`config.mk`:
```
export PLATFORM = sky130hd
export DESIGN_NAME = pprle_ctrl
export DESIGN_NICKNAME = d
export VERILOG_FILES = /design/src/pprle_pkg.sv /design/src/pprle_ctrl.sv
export SDC_FILE = /design/constraint.sdc
export NUM_CORES = 1
export LEC_CHECK = 0
export ABC_AREA = 1
export BUFFER_PORTS_ARGS = -buffer_cell sky130_fd_sc_hd__buf_2
export CAP_MARGIN = 10
export CORE_AREA = 8 8 45 47
export CTS_CLUSTER_DIAMETER = 50
export CTS_CLUSTER_SIZE = 14
export DETAILED_ROUTE_END_ITERATION = 10
export DIE_AREA = 0 0 53 55
export PLACE_DENSITY = 0.64
export SYNTH_ARGS = -nofsm -noshare
export SYNTH_HDL_FRONTEND = slang
export SYNTH_SLANG_ARGS = --single-unit
```
`constraint.sdc`:
```
create_clock -name clk_i -period 1.4 [get_ports clk_i]
set_input_delay 0 -clock clk_i [delete_from_list [all_inputs] [get_ports clk_i]]
set_output_delay 0 -clock clk_i [all_outputs]
set_load 0.01 [all_outputs]
```
`src/pprle_pkg.sv`:
```
// Shared types and constants for the planar plane RLE decoder.
package pprle_pkg;

  localparam int unsigned MAX_WIDTH  = 4096;
  localparam int unsigned MAX_HEIGHT = 4096;
  localparam int unsigned COL_W      = $clog2(MAX_WIDTH);
  localparam int unsigned ROW_W      = $clog2(MAX_HEIGHT);
  localparam int unsigned SIZE_W     = 13;
  localparam int unsigned CNT_W      = 25;
  localparam int unsigned RAW_W      = 4;
  localparam int unsigned RUN_W      = 6;
  localparam int unsigned POS_W      = 12;

  typedef logic [1:0] cfg_idx_t;
  localparam cfg_idx_t CFG_PLANE_WIDTH   = 2'd0;
  localparam cfg_idx_t CFG_PLANE_HEIGHT  = 2'd1;
  localparam cfg_idx_t CFG_VERTICAL_FLIP = 2'd2;

  typedef enum logic [1:0] {
    STATUS_PIXEL     = 2'd0,
    STATUS_OVERFLOW  = 2'd1,
    STATUS_EARLY_END = 2'd2
  } status_e;

  typedef enum logic [2:0] {
    S_IDLE,
    S_DECODE,
    S_ERR_OVF,
    S_ERR_EARLY,
    S_RAW_RD,
    S_RAW_PIX,
    S_RUN_RD,
    S_RUN_PIX
  } state_e;

  typedef struct packed {
    logic    capture;
    logic    count;
    logic    restart;
    logic    latch_err;
    logic    set_pending;
    logic    load_run;
    logic    mem_rd;
    logic    raw_pix;
    logic    run_pix;
    logic    err_emit;
    status_e err_status;
  } cmd_t;

  typedef struct packed {
    logic err_latched;
    logic last;
    logic ctl_mode;
    logic overflow;
    logic ctl_fin_ok;
    logic raw_fin_ok;
    logic ctl_raw_nz;
    logic ctl_run_nz;
    logic raw_left_one;
    logic run_left_zero;
    logic run_left_one;
    logic pix_done;
    logic out_free;
  } stat_t;

endpackage

```
`src/pprle_ctrl.sv`:
```
// Sequencer for the plane decoder: byte decode, line store reads, pixel emission.
module pprle_ctrl import pprle_pkg::*; (
  input  logic  clk_i,
  input  logic  rst_ni,
  input  logic  in_valid_i,
  output logic  in_ready_o,
  input  stat_t stat_i,
  output cmd_t  cmd_o
);

  state_e state_q, state_d;

  always_ff @(posedge clk_i or negedge rst_ni) begin
    if (!rst_ni) begin
      state_q <= S_IDLE;
    end else begin
      state_q <= state_d;
    end
  end

  always_comb begin
    cmd_o      = '0;
    state_d    = state_q;
    in_ready_o = 1'b0;
    unique case (state_q)
      S_IDLE: begin
        in_ready_o = 1'b1;
        if (in_valid_i) begin
          cmd_o.capture = 1'b1;
          state_d       = S_DECODE;
        end
      end
      S_DECODE: begin
        if (stat_i.err_latched) begin
          // drop bytes until the end of the source
          cmd_o.restart = stat_i.last;
          state_d       = S_IDLE;
        end else begin
          cmd_o.count = 1'b1;
          if (stat_i.ctl_mode) begin
            priority if (stat_i.overflow) begin
              state_d = S_ERR_OVF;
            end else if (stat_i.last && !stat_i.ctl_fin_ok) begin
              state_d = S_ERR_EARLY;
            end else if (stat_i.ctl_raw_nz) begin
              cmd_o.set_pending = 1'b1;
              state_d           = S_IDLE;
            end else if (stat_i.ctl_run_nz) begin
              cmd_o.load_run = 1'b1;
              state_d        = S_RUN_RD;
            end else begin
              state_d = S_IDLE;
            end
          end else if (stat_i.last && !stat_i.raw_fin_ok) begin
            state_d = S_ERR_EARLY;
          end else begin
            state_d = S_RAW_RD;
          end
        end
      end
      S_ERR_OVF: begin
        if (stat_i.out_free) begin
          cmd_o.err_emit   = 1'b1;
          cmd_o.err_status = STATUS_OVERFLOW;
          cmd_o.restart    = stat_i.last;
          cmd_o.latch_err  = !stat_i.last;
          state_d          = S_IDLE;
        end
      end
      S_ERR_EARLY: begin
        if (stat_i.out_free) begin
          cmd_o.err_emit   = 1'b1;
          cmd_o.err_status = STATUS_EARLY_END;
          cmd_o.restart    = 1'b1;
          state_d          = S_IDLE;
        end
      end
      S_RAW_RD: begin
        cmd_o.mem_rd = 1'b1;
        state_d      = S_RAW_PIX;
      end
      S_RAW_PIX: begin
        if (stat_i.out_free) begin
          cmd_o.raw_pix = 1'b1;
          priority if (stat_i.pix_done) begin
            cmd_o.restart = 1'b1;
            state_d       = S_IDLE;
          end else if (stat_i.raw_left_one && !stat_i.run_left_zero) begin
            state_d = S_RUN_RD;
          end else begin
            state_d = S_IDLE;
          end
        end
      end
      S_RUN_RD: begin
        cmd_o.mem_rd = 1'b1;
        state_d      = S_RUN_PIX;
      end
      S_RUN_PIX: begin
        if (stat_i.out_free) begin
          cmd_o.run_pix = 1'b1;
          priority if (stat_i.pix_done) begin
            cmd_o.restart = 1'b1;
            state_d       = S_IDLE;
          end else if (stat_i.run_left_one) begin
            state_d = S_IDLE;
          end else begin
            state_d = S_RUN_RD;
          end
        end
      end
    endcase
  end

endmodule

```
==> metrics.md, run 1 <==
| Metric | Value |
|---|---|
| Die X | 53 µm |
| Setup Crit Path Kind | reg -> out |
| Vias in the first global route | 518 |
| Period utilization | 0.9287 |
| Fmax | 769.1 MHz |
| CP max FO | 6 |
| Seq cells post-synth | 3 |
| Final TNS setup | 0 ns |
| CTS tree | yes |
| Router iterations before antenna repair | 4 |
| Commonest non-fill, non-tap cell in the layout | buf_2 |
| Tot GR Track Use | 0.09349 |
| Leak | 0.4356 nW |
| CP Capture Type | primary output |
| Synthesized area | 436.7 µm² |
| DIE HEIGHT | 55 µm |
| Detailed Place HPWL | 1087 µm |
| Die area | 2915 µm² |
| Slowest cell on the critical path | dfrtp_2 |
| Rows | 14 |
| Worst vdd ir | 0.001008 V |
| Clock Tree Buf Depth | 2 |
| Status | completed |
| I/O pin count | 29 |
| Layout area overhead | 53.01% |
| Crit start category | register |
| First-pass GRT wire length | 2125 µm |
| Fin nets | 138 |
| Worst Clk Skew | 0.0002196 ns |
| PwrDens | 1600 nW/µm² |
| Layout cell share with drive strength beyond 1 | 0.3719 |
| Hold slack | 0.08891 ns |
| Worst rel slew slack | 0.8310 |
| Routed via count | 597 |
| Hold Path Class | in -> reg |
| Register area share after synthesis | 0.1719 |
| Largest register FFs | 3 |
| Number of antenna violations at the first check in global routing | 0 |
| Critical Path Max Stage Delay | 0.44 ns |
| Distinct cells, synth | 16 |
| Wirelength per Cell | 9.380 µm |
| Top flop regs | state_q x3 |
| Gr ovfl total | 0 |
| Clock slew at reported path FFs | 0.04 ns |
| RSZ-0062 raised after global routing | true |
| GPL Wtd Cong | 0.8270 |
| Via density | 4.358 |
| WP data required | 1.40 ns |
| Sequential Area | 77.57 µm² |
| IO Port Bufs | 28 |
| Layout Utilization | 0.4828 |
| Cts bufs inserted | 3 |
| CTS Sinks | 3 |
| Yosys warnings | 0 |
| Worst EP arrival | 1.30 ns |
| Setup violators final | 0 |
| Post-Route WL | 1285 µm |
| Slew Viols, Final | 0 |
| Area of the multi-input gates | 307.8 µm² |
| Max-cap violations | 0 |
| Worst skew pair latency | 0.23 ns |
| Worst slew pin tran | 0.2516 ns |
| Most frequent cells in the layout | 28 x buf_2, 25 x nand2_1, 17 x nor2_1, 15 x inv_1, 7 x nand3_1 |
| CTS H-tree lvls | 1 |
| Drc violations | 0 |
| DRT antenna net count | 0 |
| Starting Density | 0.3156 |
| Final Hold Violating Endpoints | 0 |
| Pin count of the biggest net entering global routing | 8 |
| Biggest register | state_q |
| Filler cell count | 157 |
| Sequence of cells on the critical path | nor2_4, nand2_2, nor2_4, nand2_2, nor3_2, buf_2 |
| Syn avg cell area | 5.137 µm² |
| Synthesized net count | 101 |
| DRT iter0 DRCs | 6 |
| Cells after Synth | 85 |
| Cell chosen for the clock root | clkbuf_4 |
| Min Tclk post-route | 1.300 ns |
| Core box area | 1384 µm² |
| # diodes | 0 |
## metal layers
layer | vias up | part of all wire | GRT usage
met5 | - | 0 | 0
met4 | 0 | 0.0062 | 0.06466
li1 | 330 | - | -
met2 | 14 | 0.48 | 0.1563
met1 | 251 | 0.45 | 0.1065
met3 | 2 | 0.065 | 0.01604
## cell type report
class | count | share of cell area
clock buffer | 4 | 0.03933
inverter | 17 | 0.09551
multi-input combinational | 65 | 0.4607
sequential | 3 | 0.1161
tap | 16 | 0.02996
timing repair buffer | 32 | 0.2584
## through the flow
step | power, mW | instance area (µm²) | worst slack, ns | instances
global placement | 0.8558 | 596.8 | 0.1459 | 129
floorplan | 0.6501 | 436.7 | 0.2966 | 85
detailed placement | 0.8511 | 596.8 | 0.1565 | 129
global route | 1.195 | 668.1 | -0.02794 | 137
CTS | 1.016 | 634.4 | 0.01737 | 134
finish | 1.069 | 668.1 | 0.09985 | 137
## cells in the mapped netlist
library cell,count,share of area
a21oi_1,1,0.011
dfrtp_1,3,0.17
inv_1,16,0.14
inv_2,1,0.0086
nand2_1,25,0.21
nand2_2,2,0.029
nand3_1,7,0.080
nand3b_1,1,0.017
nor2_1,17,0.15
nor2_4,2,0.052
nor3_1,5,0.057
o21ai_0,1,0.011
o21ai_1,1,0.011
o21ai_2,1,0.020
o21bai_1,1,0.017
or2_1,1,0.014
## cells by family after synthesis
group	Yosys count	synth area share
buf+inv	17	0.1461
compound gates	5	0.07161
simple gates	60	0.6103
flops	3	0.1719
## worst max-delay path: cells and delay by family, from the launching register on
family,cells,cell delay [ns]
buffers and inverters,1,0.14
DFF,1,0.44
and+or+nand+nor,5,0.48
## path summary, 6_finish.rpt
path / startpoint / to / slack (ns) / cells after the start
worst min register to register: state_q[0]$_DFFE_PN0P_ / state_q[0]$_DFFE_PN0P_ / 0.55 / 2
worst max register to register: state_q[0]$_DFFE_PN0P_ / state_q[1]$_DFFE_PN0P_ / 0.11 / 7
worst min-delay path: in_valid_i / state_q[1]$_DFFE_PN0P_ / 0.09 / 4
max in group asynchronous: rst_ni / state_q[0]$_DFFE_PN0P_ / 1.19 / 2
min in group asynchronous: rst_ni / state_q[1]$_DFFE_PN0P_ / 0.10 / 2
worst max-delay path: state_q[1]$_DFFE_PN0P_ / cmd_o[6] / 0.1 / 6
## where the power goes
group / total [mW] / internal, mW / switching [mW]
clock network: 0.148 / 0.107 / 0.0411
registers: 0.204 / 0.135 / 0.0683
logic: 0.718 / 0.289 / 0.429
## what timing repair did
item,4_1_cts,5_1_grt
resized for setup,2,4
endpoints found under the hold margin,3,0
cloned,0,0
hold buffers,1,0
buffers inserted,0,3
endpoints found under the setup margin,1,3
Power figures use the tool's default switching activity.
==> run 2, diff against run 1 <==
--- a/config.mk
+++ b/config.mk
@@ -5,7 +5,6 @@
 export SDC_FILE = /design/constraint.sdc
 export NUM_CORES = 1
 export LEC_CHECK = 0
-export ABC_AREA = 1
 export BUFFER_PORTS_ARGS = -buffer_cell sky130_fd_sc_hd__buf_2
 export CAP_MARGIN = 10
 export CORE_AREA = 8 8 45 47
@@ -13,7 +12,7 @@
 export CTS_CLUSTER_SIZE = 14
 export DETAILED_ROUTE_END_ITERATION = 10
 export DIE_AREA = 0 0 53 55
-export PLACE_DENSITY = 0.64
+export PLACE_DENSITY = 0.61
 export SYNTH_ARGS = -nofsm -noshare
 export SYNTH_HDL_FRONTEND = slang
 export SYNTH_SLANG_ARGS = --single-unit
==> metrics.md, run 2 <==
| Metric | Value |
|---|---|
| Synthesized net count | 71 (-30%) |
| Clock Power Share | 0.146 (+0.008) |
| Commonest non-fill, non-tap cell in the layout | buf_2 |
| R2r endpoint | state_q[1]$_DFFE_PN0P_ |
| Cts bufs inserted | 3 (unchanged) |
| Adder-Cell Fraction of Synth Area | 0 (unchanged) |
| Sequential Power Share | 0.164 (-0.026) |
| Max-cap violations | 0 (unchanged) |
| Distinct cells, synth | 28 (+12) |
| Setup Crit Path Kind | reg -> out |
| I/O pin count | 29 (unchanged) |
| Post-Route WL | 1431 µm (+11%) |
| R2R Setup Slk | 0.0005 ns (-0.11 ns) |
| Vias in the first global route | 512 (-1.2%) |
| Crit path max-delay family | simple AND/OR/NAND/NOR gates |
| DRT antenna net count | 0 (unchanged) |
| Switching power | 440.2 µW (-18%) |
| Sequence of cells on the critical path | nor4b_4, buf_4, and3_4, buf_6 |
| Status | completed |
| Post-Synth XOR/XNOR Area | 0 (unchanged) |
| Layout area overhead | 70.98% |
| Simple-gate share of the synthesized area | 0.4290 (-0.1813) |
| Via density | 5.110 (+17%) |
| Top Usage Layer GRT | met2 |
| Core box area | 1384 µm² (unchanged) |
| Most frequent cells in the layout | 26 x buf_2, 7 x buf_4 |
| Compound-gate portion of the synthesized area | 0.3186 (+0.2470) |
| # diodes | 0 (unchanged) |
| DRT iter0 DRCs | 19 (+13) |
| Die area | 2915 µm² (unchanged) |
| Worst EP arrival | 1.40 ns (+0.10 ns) |
| DIE HEIGHT | 55 µm (unchanged) |
| Slowest cell on the critical path | dfrtp_1 |
| Critical Path Max Stage Delay | 0.41 ns (-0.03 ns) |
| Final WS setup | 0.0004885 ns (-0.09936 ns) |
| Setup violators final | 0 (unchanged) |
| Sw frac | 0.4366 (-0.06715) |
| Placement Setup Slack | 0.07422 ns (-0.08227 ns) |
| CTS Sinks | 3 (unchanged) |
| Pin count of the biggest net entering global routing | 14 (+6) |
| Pint | 568.1 µW (+7.1%) |
| Most frequent cells after synthesis | 5 x nand2_1, 5 x nor2_1, 4 x nor2b_1, 4 x nor3_1 |
| Fin nets | 110 (-20%) |
| Register area share after synthesis | 0.1893 (+0.01735) |
| Synthesized area | 396.6 µm² (-9.2%) |
| Leak | 0.3403 nW (-22%) |
| CTS tree | yes |
| Combinational share of power | 0.690 (+0.018) |
| RSZ-0062 raised after global routing | true |
| Wirelength per Cell | 13.13 µm (+40%) |
| CP Capture Type | primary output |
| CP max FO | 5 (-1) |
| Routed via count | 557 (-6.7%) |
| Layout cell share with drive strength beyond 1 | 0.5054 (+0.1335) |
| Tot GR Track Use | 0.09240 (-0.001093) |
| Worst rel slew slack | 0.6894 (-0.1416) |
| Crit start category | register |
| Synth async-reset ratio | 1.000 (unchanged) |
| Seq cells post-synth | 3 (unchanged) |
| Worst setup path endpoint | cmd_o[6] |
| Syn avg cell area | 7.211 µm² (+40%) |
| WP data required | 1.40 ns (about the same) |
| CTS H-tree lvls | 1 (unchanged) |
| Number of antenna violations at the first check in global routing | 0 (unchanged) |
| Worst skew pair latency | 0.23 ns (about the same) |
| Worst vdd ir | 0.0005171 V (-49%) |
| Met3 usage | 0.02406 (+0.008021) |
| Top flop regs | state_q x3 |
| GPL Wtd Cong | 0.8822 (+6.7%) |
| Clock Tree Buf Depth | 2 (unchanged) |
| Mux share of post-synthesis cell area | 0 (unchanged) |
| Period utilization | 0.9997 (+0.07097) |
| Cell chosen for the clock root | clkbuf_4 |
| Gr ovfl total | 0 (unchanged) |
| Yosys warnings | 0 (unchanged) |
| CP Depth | 4 (-2) |
| Share of the synthesized area in the top cell type | 0.1893 (-0.02563) |
| Hold Path Class | in -> async |
| EDFF count, synth | 0 (unchanged) |
| Largest register FFs | 3 (unchanged) |
| Area after DPL | 573.1 µm² (-4.0%) |
| Overall Power | 1.008 mW (-5.7%) |
| R2R cell count | 5 (-2) |
| Synth area leaders | dfrtp_1 19%, nor2b_1 6.3%, nor4b_4 6.0%, nor3_1 5.0%, and3_1 4.7% |
| Area leader, netlist | dfrtp_1 |
| Slew Viols, Final | 0 (unchanged) |
| Final Hold Violating Endpoints | 0 (unchanged) |
| Buf+Inv Stages, Crit Path | 2 (+1) |
| Design area | 678.2 µm² (+1.5%) |
| Worst Clk Skew | 0.0003607 ns (+0.0001411 ns) |
| First-pass GRT wire length | 2125 µm (unchanged) |
| PwrDens | 1487 nW/µm² (-7.1%) |
| Starting Density | 0.2866 (-0.02893) |
| Worst r2r src | state_q[2]$_DFFE_PN0P_ |
| Die X | 53 µm (unchanged) |
| Detailed Place HPWL | 1111 µm (+2.2%) |
| Cells after Synth | 55 (-35%) |
| M2 GR Usage | 0.1484 (-0.007813) |
| Hold slack | 0.09179 ns (+0.002886 ns) |
| Layout Utilization | 0.4901 (+0.007233) |
| Largest family of logic cells by synthesized area | simple AND/OR/NAND/NOR gates |
| Drc violations | 0 (unchanged) |
| Met1 Use GR | 0.1187 (+0.01218) |
| Min Tclk post-route | 1.400 ns (+0.09936 ns) |
| Fmax | 714.5 MHz (-7.1%) |
| Router iterations before antenna repair | 4 (unchanged) |
| IO Port Bufs | 28 (unchanged) |
| Worst slew pin tran | 0.4649 ns (+0.2133 ns) |
| CP Launch Point | state_q[2]$_DFFE_PN0P_ |
| Biggest register | state_q |
| Rows | 14 (unchanged) |
| Predominant post-synthesis flop cell | dfrtp_1 |
| Clock slew at reported path FFs | 0.04 ns (about the same) |
-- run 2: cell families after synthesis --
family,count (synthesis)
flip-flops,3
buffers and inverters,6
AND/OR/NAND/NOR,29
AO/OA/AOI/OAI,17
-- run 2: worst reg2reg max path: stages (launching register included) --
cell      delay [ns]
dfrtp_1         0.41
nor4b_4         0.31
buf_4           0.15
o21ai_2         0.04
a221o_1         0.30
o311ai_2        0.08
-- run 2: layer usage --
| layer | vias up | wire [µm] |
|---|---|---|
| met4 | 0 | 0 |
| met2 | 26 | 634 |
| li1 | 279 | - |
| met3 | 0 | 165 |
| met5 | - | 0 |
| met1 | 252 | 631 |
-- run 2: final cells by class --
| type | instances | area [µm²] |
|---|---|---|
| Clock buffer | 4 | 26.28 |
| Inverter | 3 | 11.26 |
| Multi-Input combinational cell | 46 | 319.1 |
| Sequential cell | 3 | 75.07 |
| Tap cell | 16 | 20.02 |
| Fill cell | 147 | 705.7 |
| Timing Repair Buffer | 37 | 226.5 |
-- run 2: worst min-delay path by stage --
stage	start	to	slack, ns	depth (start not counted)
global placement	rst_ni	state_q[2]$_DFFE_PN0P_	-0.20	1
detailed placement	rst_ni	state_q[2]$_DFFE_PN0P_	-0.20	1
finish	rst_ni	state_q[1]$_DFFE_PN0P_	0.09	2
global route	rst_ni	state_q[0]$_DFFE_PN0P_	0.1	2
floorplan	rst_ni	state_q[0]$_DFFE_PN0P_	-0.30	0
CTS	rst_ni	state_q[1]$_DFFE_PN0P_	0.09	2
-- run 2: timing repair --
action / 4_1_cts / 5_1_grt
resized for setup: 3 / 5
hold buffers: 1 / 0
pin swaps: 1 / 3
setup endpoints to repair: 3 / 4
endpoints found under the hold margin: 3 / 0
buffers inserted: 0 / 4
-- run 2: power groups by stage --
stage	sequential, mW	clock, mW	combinational [mW]
5_1_grt	0.172	0.162	0.765
3_5_place_dp	0.162	0	0.606
2_1_floorplan	0.166	0	0.382
3_3_place_gp	0.162	0	0.607
6_report	0.166	0.147	0.696
4_1_cts	0.165	0.154	0.622
-- run 2: metrics by stage --
step | TNS [ns] | std cells
3_3_place_gp | 0 | 100
6_report | 0 | 109
4_1_cts | 0 | 105
3_5_place_dp | 0 | 100
5_1_grt | -0.2594 | 109
2_1_floorplan | 0 | 55
==> run 3, diff against run 2 <==
--- a/config.mk
+++ b/config.mk
@@ -13,6 +13,7 @@
 export DETAILED_ROUTE_END_ITERATION = 10
 export DIE_AREA = 0 0 53 55
 export PLACE_DENSITY = 0.61
+export RECOVER_POWER = 50
 export SYNTH_ARGS = -nofsm -noshare
 export SYNTH_HDL_FRONTEND = slang
 export SYNTH_SLANG_ARGS = --single-unit
==> metrics.md, run 3 (synthesis results as in run 2) <==
| Metric | Value |
|---|---|
| Status | completed |
| Buf+Inv Stages, Crit Path | 2 (unchanged) |
| Worst skew pair latency | 0.23 ns (about the same) |
| Biggest register | state_q |
| CTS Sinks | 3 (unchanged) |
| DRT antenna net count | 0 (unchanged) |
| Detailed Place HPWL | 1111 µm (unchanged) |
| Worst EP arrival | 1.40 ns (about the same) |
| Sequence of cells on the critical path | nor4b_4, buf_4, and3_4, buf_6 |
| Clock Tree Buf Depth | 2 (unchanged) |
| CP Depth | 4 (unchanged) |
| Clock slew at reported path FFs | 0.04 ns (about the same) |
| Worst Clk Skew | 0.0003607 ns (unchanged) |
| CTS tree | yes |
| Cts bufs inserted | 3 (unchanged) |
| WP data required | 1.40 ns (about the same) |
| Layout cell share with drive strength beyond 1 | 0.4731 (-0.03226) |
| Drc violations | 0 (unchanged) |
| Final Hold Violating Endpoints | 0 (unchanged) |
| Wirelength per Cell | 13.06 µm (-0.56%) |
| RSZ-0062 raised after global routing | true |
| Number of antenna violations at the first check in global routing | 0 (unchanged) |
| CP Capture Type | primary output |
| Router iterations before antenna repair | 4 (unchanged) |
| CP max FO | 5 (unchanged) |
| PwrDens | 1491 nW/µm² (+0.30%) |
| Most frequent cells in the layout | 24 x buf_2, 7 x buf_4, 5 x nor2_1 |
| Setup Crit Path Kind | reg -> out |
| Starting Density | 0.2866 (unchanged) |
| Min Tclk post-route | 1.397 ns (-0.002441 ns) |
| Vias in the first global route | 512 (unchanged) |
| R2R cell count | 5 (unchanged) |
| Crit start category | register |
| Max-cap violations | 0 (unchanged) |
| CTS H-tree lvls | 1 (unchanged) |
| Hold Path Class | in -> async |
| Worst vdd ir | 0.0005133 V (-0.74%) |
| Gr ovfl total | 0 (unchanged) |
| Rows | 14 (unchanged) |
| Slew Viols, Final | 0 (unchanged) |
| Worst slew pin tran | 0.4717 ns (+0.006796 ns) |
| Met3 WL post-DR | 166 µm (+0.61%) |
| Design area | 673.1 µm² (-0.74%) |
| Top flop regs | state_q x3 |
| Fmax | 715.8 MHz (+0.17%) |
| DRT iter0 DRCs | 17 (-2) |
| Final WS setup | 0.002930 ns (+0.002441 ns) |
| Fin nets | 110 (unchanged) |
| Largest register FFs | 3 (unchanged) |
| Period utilization | 0.9979 (-0.001744) |
| Area after DPL | 573.1 µm² (unchanged) |
| Met2 wire len | 631 µm (-0.47%) |
| GPL Wtd Cong | 0.8822 (unchanged) |
| Hold slack | 0.1029 ns (+0.01106 ns) |
| I/O pin count | 29 (unchanged) |
| Slowest cell on the critical path | dfrtp_1 |
| Pin count of the biggest net entering global routing | 14 (unchanged) |
| Layout area overhead | 69.72% |
| IO Port Bufs | 28 (unchanged) |
| Worst rel slew slack | 0.6849 (-0.004541) |
| Routed via count | 555 (-0.36%) |
| Setup violators final | 0 (unchanged) |
| Tot GR Track Use | 0.09240 (unchanged) |
| DIE HEIGHT | 55 µm (unchanged) |
| First-pass GRT wire length | 2125 µm (unchanged) |
| Die area | 2915 µm² (unchanged) |
| Leak | 0.3337 nW (-2.0%) |
| # diodes | 0 (unchanged) |
| Commonest non-fill, non-tap cell in the layout | buf_2 |
| Uppermost routed layer | met3 |
| M1 wire length | 625 µm (-0.95%) |
| Crit path max-delay family | simple AND/OR/NAND/NOR gates |
| Die X | 53 µm (unchanged) |
| Critical Path Max Stage Delay | 0.40 ns (about the same) |
| Placement Setup Slack | 0.07422 ns (unchanged) |
| Core box area | 1384 µm² (unchanged) |
| Via density | 5.092 (-0.36%) |
| Filler cell count | 150 (+2.0%) |
| Cell chosen for the clock root | clkbuf_4 |
| Post-Route WL | 1423 µm (-0.56%) |
==> run 3: cell types whose count changed in the layout (fill, tap and decap cells not counted) <==
cell | previous run | this run
clkbuf_1 | 1 | 3
buf_2 | 26 | 24
nor2_2 | 1 | 0
nor2_1 | 4 | 5
==> run 3: report_power, final <==
group          switching [mW]  internal [mW]  total [mW]
registers              0.0398          0.124       0.164
clock network          0.0403          0.107       0.147
logic                   0.358          0.335       0.693
total                   0.438          0.566        1.00
==> run 3: final timing paths <==
path,from,to,slack (ns)
min in group clk_i,stat_i[4],state_q[1]$_DFFE_PN0P_,0.13
max in group asynchronous,rst_ni,state_q[2]$_DFFE_PN0P_,1.15
worst max-delay path,state_q[2]$_DFFE_PN0P_,cmd_o[6],0.003
worst min-delay path,rst_ni,state_q[1]$_DFFE_PN0P_,0.10
worst max register to register,state_q[2]$_DFFE_PN0P_,state_q[1]$_DFFE_PN0P_,0.01
worst min register to register,state_q[0]$_DFFE_PN0P_,state_q[0]$_DFFE_PN0P_,0.78
==> run 3: per-stage QoR <==
stage	setup TNS (ns)	util	instances	total power, mW
final	0	0.4864	109	1.004
after global routing	-0.2769	0.4864	109	1.094
after CTS	0	0.4467	105	0.9408
after detailed placement	0	0.4141	100	0.7681
after global placement	0	0.4141	100	0.7693
after floorplan	0	-	55	0.5476
==> run 3: layout make-up <==
class,count,area [µm²],area share
Clock buffer,4,26.28,0.03903
Sequential cell,3,75.07,0.1115
Tap cell,16,20.02,0.02974
Multi-Input combinational cell,46,316.6,0.4703
Inverter,3,11.26,0.01673
Timing Repair Buffer,37,224.0,0.3327
==> run 3: per-layer routing <==
layer  track usage  vias to the layer above
met5             0                        -
met4       0.02586                        0
met3       0.02406                        0
met2        0.1484                       26
met1        0.1187                      249
li1              -                      280
==> run 3: timing repair <==
item                                   CTS  global route
pin swaps                                1             3
hold buffers                             1             0
gates resized for setup                  3             5
setup buffers                            0             4
endpoints found under the hold margin    3             0
setup endpoints to repair                3             4
==> run 3: worst register-to-register path, stage by stage (launching register included) <==
cell	delay, ns
dfrtp_1	0.40
nor4b_4	0.31
buf_4	0.15
o21ai_2	0.04
a221o_1	0.30
o311ai_2	0.08
